### src/design/pow_nonce_search_macros.svh
// assertion macros for the nonce search block
// used by pow_nonce_search.sv, no other dependencies
`ifndef POW_NONCE_SEARCH_MACROS_SVH
`define POW_NONCE_SEARCH_MACROS_SVH

// antecedent implies consequent in the same cycle
`define PNS_ASSERT_SAME(label, ante, cons) \
  label: assert property (@(posedge clk) disable iff (!rst_n) (ante) |-> (cons)) \
    else $error("pow_nonce_search check failed");

// antecedent implies consequent in the next cycle
`define PNS_ASSERT_NEXT(label, ante, cons) \
  label: assert property (@(posedge clk) disable iff (!rst_n) (ante) |=> (cons)) \
    else $error("pow_nonce_search check failed");

`endif

### src/design/pns_pkg.sv
// shared types, constants and sha-256 helper functions for the nonce search
// no dependencies
package pns_pkg;

  typedef enum logic [2:0] {
    ST_IDLE,
    ST_ROUND,
    ST_FOLD,
    ST_START2,
    ST_MUL,
    ST_OUT
  } pns_state_t;

  localparam logic CMD_LOAD = 1'b0;
  localparam logic CMD_MINE = 1'b1;
  localparam logic [1:0] CFG_DIFFICULTY = 2'd0;
  localparam logic [1:0] CFG_MAX_ATTEMPTS = 2'd1;
  localparam int unsigned NUM_HDR = 10;

  typedef logic [31:0] word_t;

  localparam word_t INIT_H [8] = '{
    32'h6a09e667, 32'hbb67ae85, 32'h3c6ef372, 32'ha54ff53a,
    32'h510e527f, 32'h9b05688c, 32'h1f83d9ab, 32'h5be0cd19
  };

  localparam word_t ROUND_K [64] = '{
    32'h428a2f98, 32'h71374491, 32'hb5c0fbcf, 32'he9b5dba5,
    32'h3956c25b, 32'h59f111f1, 32'h923f82a4, 32'hab1c5ed5,
    32'hd807aa98, 32'h12835b01, 32'h243185be, 32'h550c7dc3,
    32'h72be5d74, 32'h80deb1fe, 32'h9bdc06a7, 32'hc19bf174,
    32'he49b69c1, 32'hefbe4786, 32'h0fc19dc6, 32'h240ca1cc,
    32'h2de92c6f, 32'h4a7484aa, 32'h5cb0a9dc, 32'h76f988da,
    32'h983e5152, 32'ha831c66d, 32'hb00327c8, 32'hbf597fc7,
    32'hc6e00bf3, 32'hd5a79147, 32'h06ca6351, 32'h14292967,
    32'h27b70a85, 32'h2e1b2138, 32'h4d2c6dfc, 32'h53380d13,
    32'h650a7354, 32'h766a0abb, 32'h81c2c92e, 32'h92722c85,
    32'ha2bfe8a1, 32'ha81a664b, 32'hc24b8b70, 32'hc76c51a3,
    32'hd192e819, 32'hd6990624, 32'hf40e3585, 32'h106aa070,
    32'h19a4c116, 32'h1e376c08, 32'h2748774c, 32'h34b0bcb5,
    32'h391c0cb3, 32'h4ed8aa4a, 32'h5b9cca4f, 32'h682e6ff3,
    32'h748f82ee, 32'h78a5636f, 32'h84c87814, 32'h8cc70208,
    32'h90befffa, 32'ha4506ceb, 32'hbef9a3f7, 32'hc67178f2
  };

  function automatic word_t rotr(input word_t x, input int unsigned n);
    rotr = (x >> n) | (x << (32 - n));
  endfunction

  function automatic word_t bsig0(input word_t x);
    bsig0 = rotr(x, 2) ^ rotr(x, 13) ^ rotr(x, 22);
  endfunction

  function automatic word_t bsig1(input word_t x);
    bsig1 = rotr(x, 6) ^ rotr(x, 11) ^ rotr(x, 25);
  endfunction

  function automatic word_t ssig0(input word_t x);
    ssig0 = rotr(x, 7) ^ rotr(x, 18) ^ (x >> 3);
  endfunction

  function automatic word_t ssig1(input word_t x);
    ssig1 = rotr(x, 17) ^ rotr(x, 19) ^ (x >> 10);
  endfunction

endpackage

### src/design/pow_nonce_search.sv
// proof-of-work nonce search top level: header store, sha-256 round unit,
// bit-serial difficulty check and result sequencer; uses pns_pkg and the macro header
//
// Load beats (tuser 0) store one of ten 64-bit header words and give no result.
// A mine beat (tuser 1) first compresses the fixed first block (height, parent,
// merkle 0..2) into a midstate, then tries nonces 0, 1, 2, ... For each nonce
// one sha-256 round unit runs the 64 rounds of the second block one round per
// cycle, and a shift-add unit then checks h * difficulty < 2^64 one difficulty
// bit per cycle (same as floor((2^64-1)/h) >= difficulty). Each nonce goes through
// setup, 64 rounds, fold and 64 check steps; a search first forms the midstate (64
// rounds and fold), then makes one such pass per attempt and a give-up check when
// no nonce passes, and then gives its result beats, held while the output stalls.
// The block
// is not ready for input while a search runs. A hit gives four result beats
// (digest words, most significant first, tlast on the fourth); giving up after
// max_attempts gives one beat with success 0. Config writes are always taken.
`include "pow_nonce_search_macros.svh"

module pow_nonce_search import pns_pkg::*; (
  input  logic         clk,
  input  logic         rst_n,
  input  logic         in_tvalid,
  output logic         in_tready,
  input  logic [71:0]  in_tdata,   // word_index[3:0], word_value[67:4], zero fill
  input  logic         in_tuser,   // cmd
  output logic         out_tvalid,
  input  logic         out_tready,
  output logic [191:0] out_tdata,  // found_nonce[63:0], attempt_count[127:64],
                                   // digest_word[191:128]
  output logic [2:0]   out_tuser,  // success[0], digest_index[2:1]
  output logic         out_tlast,  // last
  input  logic         cfg_valid,
  output logic         cfg_ready,
  input  logic [1:0]   cfg_index,
  input  logic [63:0]  cfg_data
);

  pns_state_t state_r, state_nxt;

  logic [63:0] hdr_r [NUM_HDR];
  logic [63:0] difficulty_r, max_attempts_r;

  // round unit state
  word_t       v_r [8];
  word_t       v_nxt [8];
  word_t       w_r [16];
  word_t       w_nxt [16];
  word_t       base_r [8];   // value folded in after the rounds
  word_t       base_nxt [8];
  word_t       mid_r [8];
  word_t       mid_nxt [8];
  word_t       dig_r [8];
  word_t       dig_nxt [8];
  logic [5:0]  rnd_r, rnd_nxt;
  logic        blk2_r, blk2_nxt;

  // search counters
  logic [63:0] nonce_r, nonce_nxt;
  logic [63:0] att_r, att_nxt;

  // difficulty check
  logic [63:0] acc_r, acc_nxt;
  logic        ovf_r, ovf_nxt;
  logic [5:0]  bit_r, bit_nxt;

  // result sequencing
  logic        ok_r, ok_nxt;
  logic [1:0]  oidx_r, oidx_nxt;

  logic        in_beat, out_beat;
  word_t       t1, t2, w_new;
  logic [64:0] acc_sum;
  logic [63:0] h_top;

  assign in_beat   = in_tvalid && in_tready;
  assign out_beat  = out_tvalid && out_tready;
  assign cfg_ready = 1'b1;
  assign in_tready = (state_r == ST_IDLE);

  // one sha-256 round and one schedule step
  assign t1 = v_r[7] + bsig1(v_r[4]) + ((v_r[4] & v_r[5]) ^ (~v_r[4] & v_r[6]))
            + ROUND_K[rnd_r] + w_r[0];
  assign t2 = bsig0(v_r[0]) + ((v_r[0] & v_r[1]) ^ (v_r[0] & v_r[2]) ^ (v_r[1] & v_r[2]));
  assign w_new = w_r[0] + ssig0(w_r[1]) + w_r[9] + ssig1(w_r[14]);

  // shift-add of h by difficulty, msb first
  assign h_top   = {dig_r[0], dig_r[1]};
  assign acc_sum = {acc_r, 1'b0} + (difficulty_r[bit_r] ? {1'b0, h_top} : 65'd0);

  // output beat
  assign out_tvalid = (state_r == ST_OUT);
  assign out_tlast  = !ok_r || (oidx_r == 2'd3);
  assign out_tuser  = {oidx_r, ok_r};
  assign out_tdata  = {ok_r ? {dig_r[{oidx_r, 1'b0}], dig_r[{oidx_r, 1'b1}]} : 64'd0,
                       att_r, ok_r ? nonce_r : 64'd0};

  always_comb begin
    state_nxt = state_r;
    v_nxt     = v_r;
    w_nxt     = w_r;
    base_nxt  = base_r;
    mid_nxt   = mid_r;
    dig_nxt   = dig_r;
    rnd_nxt   = rnd_r;
    blk2_nxt  = blk2_r;
    nonce_nxt = nonce_r;
    att_nxt   = att_r;
    acc_nxt   = acc_r;
    ovf_nxt   = ovf_r;
    bit_nxt   = bit_r;
    ok_nxt    = ok_r;
    oidx_nxt  = oidx_r;
    unique case (state_r)
      ST_IDLE: begin
        if (in_beat && in_tuser == CMD_MINE) begin
          // first block: height, parent, merkle 0..2
          for (int i = 0; i < 8; i++) begin
            v_nxt[i]       = INIT_H[i];
            base_nxt[i]    = INIT_H[i];
            w_nxt[2*i]     = hdr_r[i][63:32];
            w_nxt[2*i + 1] = hdr_r[i][31:0];
          end
          rnd_nxt   = '0;
          blk2_nxt  = 1'b0;
          nonce_nxt = '0;
          att_nxt   = '0;
          state_nxt = ST_ROUND;
        end
      end
      ST_ROUND: begin
        for (int i = 1; i < 8; i++) v_nxt[i] = v_r[i-1];
        v_nxt[4] = v_r[3] + t1;
        v_nxt[0] = t1 + t2;
        for (int i = 0; i < 15; i++) w_nxt[i] = w_r[i+1];
        w_nxt[15] = w_new;
        rnd_nxt = rnd_r + 6'd1;
        if (rnd_r == 6'd63) state_nxt = ST_FOLD;
      end
      ST_FOLD: begin
        for (int i = 0; i < 8; i++) begin
          mid_nxt[i] = blk2_r ? mid_r[i] : base_r[i] + v_r[i];
          dig_nxt[i] = base_r[i] + v_r[i];
        end
        acc_nxt   = '0;
        ovf_nxt   = 1'b0;
        bit_nxt   = 6'd63;
        state_nxt = blk2_r ? ST_MUL : ST_START2;
      end
      ST_START2: begin
        if (att_r == max_attempts_r) begin
          ok_nxt    = 1'b0;
          oidx_nxt  = '0;
          state_nxt = ST_OUT;
        end else begin
          // second block: merkle 3, timestamp, nonce, difficulty, padding
          for (int i = 0; i < 8; i++) begin
            v_nxt[i]    = mid_r[i];
            base_nxt[i] = mid_r[i];
          end
          for (int i = 0; i < 16; i++) w_nxt[i] = '0;
          w_nxt[0]  = hdr_r[8][63:32];
          w_nxt[1]  = hdr_r[8][31:0];
          w_nxt[2]  = hdr_r[9][63:32];
          w_nxt[3]  = hdr_r[9][31:0];
          w_nxt[4]  = nonce_r[63:32];
          w_nxt[5]  = nonce_r[31:0];
          w_nxt[6]  = difficulty_r[63:32];
          w_nxt[7]  = difficulty_r[31:0];
          w_nxt[8]  = 32'h80000000;
          w_nxt[15] = 32'd768;
          att_nxt   = att_r + 64'd1;
          rnd_nxt   = '0;
          blk2_nxt  = 1'b1;
          state_nxt = ST_ROUND;
        end
      end
      ST_MUL: begin
        acc_nxt = acc_sum[63:0];
        ovf_nxt = ovf_r || acc_r[63] || acc_sum[64];
        bit_nxt = bit_r - 6'd1;
        if (bit_r == 6'd0) begin
          if (h_top == 64'd0 || !(ovf_r || acc_r[63] || acc_sum[64])) begin
            ok_nxt    = 1'b1;
            oidx_nxt  = '0;
            state_nxt = ST_OUT;
          end else begin
            nonce_nxt = nonce_r + 64'd1;
            state_nxt = ST_START2;
          end
        end
      end
      ST_OUT: begin
        if (out_beat) begin
          oidx_nxt = oidx_r + 2'd1;
          if (out_tlast) state_nxt = ST_IDLE;
        end
      end
      default: state_nxt = ST_IDLE;
    endcase
  end

  always_ff @(posedge clk) begin
    if (!rst_n) begin
      state_r        <= ST_IDLE;
      difficulty_r   <= 64'd1;
      max_attempts_r <= '1;
    end else begin
      state_r <= state_nxt;
      if (cfg_valid && cfg_ready) begin
        case (cfg_index)
          CFG_DIFFICULTY:   difficulty_r   <= cfg_data;
          CFG_MAX_ATTEMPTS: max_attempts_r <= cfg_data;
          default: ;
        endcase
      end
    end
  end

  // payload registers, no reset
  always_ff @(posedge clk) begin
    if (in_beat && in_tuser == CMD_LOAD && in_tdata[3:0] < 4'(NUM_HDR)) begin
      hdr_r[in_tdata[3:0]] <= in_tdata[67:4];
    end
    v_r     <= v_nxt;
    w_r     <= w_nxt;
    base_r  <= base_nxt;
    mid_r   <= mid_nxt;
    dig_r   <= dig_nxt;
    rnd_r   <= rnd_nxt;
    blk2_r  <= blk2_nxt;
    nonce_r <= nonce_nxt;
    att_r   <= att_nxt;
    acc_r   <= acc_nxt;
    ovf_r   <= ovf_nxt;
    bit_r   <= bit_nxt;
    ok_r    <= ok_nxt;
    oidx_r  <= oidx_nxt;
  end

  `PNS_ASSERT_SAME(a_no_overlap, out_tvalid, !in_tready)
  `PNS_ASSERT_SAME(a_fail_single, out_tvalid && !out_tuser[0], out_tlast && out_tuser[2:1] == 2'd0)
  `PNS_ASSERT_NEXT(a_round_step, state_r == ST_ROUND && rnd_r != 6'd63, rnd_r == $past(rnd_r) + 6'd1)
  `PNS_ASSERT_SAME(a_att_bound, state_r == ST_OUT, att_r <= max_attempts_r)

endmodule
### config.mk
export PLATFORM = sky130hd
export DESIGN_NAME = pow_nonce_search
export DESIGN_NICKNAME = d
export VERILOG_FILES = /design/src/design/pns_pkg.sv /design/src/design/pow_nonce_search.sv
export VERILOG_INCLUDE_DIRS = /design/src /design/src/design
export SDC_FILE = /design/constraint.sdc
export NUM_CORES = 2
export LEC_CHECK = 0
export BUFFER_PORTS_ARGS = -buffer_cell sky130_fd_sc_hd__buf_2
export CORE_AREA = 2 2 667 669
export DETAILED_ROUTE_END_ITERATION = 16
export DIE_AREA = 0 0 669 671
export MAX_ROUTING_LAYER = met4
export SYNTH_ARGS = -nofsm -noshare
export SYNTH_HDL_FRONTEND = slang
export SYNTH_SLANG_ARGS = --single-unit
### constraint.sdc
create_clock -name clk -period 79.7 [get_ports clk]
set_input_delay 0 -clock clk [delete_from_list [all_inputs] [get_ports clk]]
set_output_delay 0 -clock clk [all_outputs]
set_load 0.005 [all_outputs]
==> results.sh <==
export IMPL_cts_buffers_inserted=284
export IMPL_tns_ns=0
export IMPL_setup_violations=0
export IMPL_critPathCaptureType="flip-flop"
export IMPL_worstPathArrival_ns=11.75
export IMPL_cts_resized=0
export IMPL_regArea_um2=74200
export IMPL_hold_path_class="in -> reg"
export IMPL_wl_per_cell_um=25.5
export IMPL_rsz0062_at_grt="no"
export IMPL_drt_wl_total_mm=434
export IMPL_numPortBuffers=337
export IMPL_grt_usage=0.193
export IMPL_rows=244
export IMPL_utilization=0.336
export IMPL_crit_required_ns=80.28
export IMPL_fin_worst_skew_ns=0.0852
export IMPL_synth_edf_count=2385
export IMPL_postCtsHoldBufs=269
export IMPL_grt_max_degree=136
export IMPL_async_flop_share=0
export IMPL_grt_util_met1=0.253
export IMPL_hold_ws_ns=0.0854
export IMPL_grt_util_met3=0.0229
export IMPL_drive_gt1_frac=0.0961
export IMPL_cap_violations=0
export IMPL_htree_levels=5
export IMPL_nNetsFinal=11700
export IMPL_slew_limit_headroom=0.183
export IMPL_worst_path_largest_cell_delay_ns=0.78
export IMPL_cts_root_buf="clkbuf_16"
export IMPL_drtIter0Drc=10400
export IMPL_final_common_cell="edfxtp_1"
export IMPL_crit_top_cell="inv_1"
export IMPL_place_congestion=0.952
export IMPL_ys_seq_elements=2516
export IMPL_coreArea_um2=441000
export IMPL_final_cell_mix="edfxtp_1 (2,385), nand2_1 (1,015), o21ai_0 (634)"
export IMPL_syn_inst=10300
export IMPL_antenna_found_initial=66
export IMPL_cts_sinks=2516
export IMPL_drt_first_pass_iters=6
export IMPL_ys_types=98
export IMPL_slew_violations=0
export IMPL_gr_max_usage_layer="met2"
export IMPL_clk_latency_ns=0.95
export IMPL_post_dp_cell_area_um2=136000
export IMPL_grt_use_met2=0.306
export IMPL_path_clk_slew_ns=0.06
export IMPL_period_needed_ns=11.17
export IMPL_num_vias=87900
export IMPL_fill_cells=43300
export IMPL_route_detailed_drc=0
export IMPL_viasPerCell=5.17
export IMPL_worstMarginPinSlew_ns=1.23
export IMPL_fmax_ghz=0.0895
export IMPL_ios=343
export IMPL_start_util=0.290
export IMPL_path_class="reg -> reg"
export IMPL_final_hold_viol_count=0
export IMPL_grt_overflow=0
export IMPL_multiInputGateArea_um2=49800
export IMPL_area_growth_syn_to_layout_pct=15.8
export IMPL_grt_pass1_vias=84700
export IMPL_crit_fanout=24
export IMPL_hpwl_mm=303
export IMPL_cp_slowest_cell="a221oi_1"
export IMPL_status="finished, final reports clean"
export IMPL_syn_area_um2=128000
export IMPL_cts_setup_buffers=0
export IMPL_grt_first_pass_wirelength_mm=612
export IMPL_clk_path_buf_depth=4
export IMPL_ys_warn_count=0
export IMPL_cts_tree="yes"
export IMPL_start_kind="flip-flop"
export IMPL_synth_flop_cell="edfxtp_1"
export IMPL_dieArea_um2=449000
export IMPL_die_y_um=671
export IMPL_fin_crit_sh=0.140
export IMPL_yosysSeqAreaShare=0.581
export IMPL_syn_nets=11100
export IMPL_die_width_um=669
export IMPL_post_route_cell_area_um2=148000
export IMPL_syn_avg_cell_area_um2=12.4
export IMPL_ant_nets=0
## Yosys cell counts, drive strengths merged (18+ instances only)
cell,count,share of area
xnor2,484,0.033
nor2,485,0.014
nand2b,57,0.0028
mux4,94,0.017
nand2,1019,0.030
ha,463,0.045
clkbuf,432,0.013
a31o,21,0.0014
nor3,87,0.0036
o211ai,44,0.0026
edfxtp,2385,0.56
nand4,70,0.0041
inv,548,0.016
o21bai,74,0.0043
nand3,198,0.0078
a21oi,456,0.018
nor2b,41,0.0020
mux2,30,0.0026
a31oi,34,0.0017
mux2i,382,0.030
buf,51,0.0017
a211oi,49,0.0029
and2,333,0.016
o311ai,18,0.0012
o21ai,650,0.025
a21o,293,0.017
fa,198,0.031
and3,66,0.0032
a21boi,97,0.0057
a22o,198,0.014
nor4,38,0.0021
or3,174,0.0085
o21a,61,0.0036
dfxtp,131,0.021
xor2,338,0.023
## kinds of logic after synthesis
group,after synthesis,synth area share
AOI/OAI and AO/OA,2142,0.108
xor gates and xnor gates,822,0.0563
adders and majority gates,664,0.0766
buffers and inverters,1032,0.0305
DFF,2516,0.581
muxes,506,0.0491
other,1,0.0000293
and+or+nand+nor,2631,0.0986
## sequential cells by signal, summed over array words and instances, names as in the netlist
name and cells:
bit_r 6, base_r 256, nonce_r 64, ovf_r 1, w_r 512, dig_r 256
max_attempts_r 64, blk2_r 1, att_r 64, v_r 256, difficulty_r 64, state_r 3
mid_r 256, oidx_r 2, ok_r 1, hdr_r 640, rnd_r 6, acc_r 64
## stage by stage
step                instances  setup WS [ns]
finish                  17000          68.53
global route            17000          68.03
CTS                     17000          68.51
detailed placement      16200          68.55
global placement        16200          68.51
floorplan               10300          21.30
## critical path: cells and delay by family (launching register included)
family          cells  cell delay (ns)
compound gates     14             4.27
xor+xnor            2             0.82
fa+ha+maj           5             2.13
buf+inv             7             1.52
flops               1             0.35
mux                 1             0.53
simple gates        7             1.21
## final timing paths
check / cells after the start / slack, ns / from / end
worst max-delay path: 36 / 68.53 / rnd_r[0] / v_r[254]
worst min-delay path: 2 / 0.09 / in_tdata[61] / hdr_r[3][57]
worst max register to register: 36 / 68.53 / rnd_r[0] / v_r[254]
worst min register to register: 2 / 0.48 / max_attempts_r[3] / max_attempts_r[3]
## metal layers
metal | up-vias | share of wire | wire length [um]
li1 | 38700 | - | -
met1 | 44500 | 0.41 | 179000
met2 | 3859 | 0.47 | 204000
met3 | 785 | 0.076 | 32900
met4 | 0 | 0.042 | 18100
met5 | - | 0 | 0
## area by class of cell
cell class,count,share of cell area
multi-input combinational,6766,0.336
clock inverter,163,0.0103
clock buffer,346,0.0511
tap,5904,0.0499
antenna,20,0.000338
sequential,2516,0.501
timing repair buffer,737,0.0365
inverter,549,0.0140
Power is not shown: default switching activity piles up to over one toggle a cycle in this logic, so the estimate is an artifact.
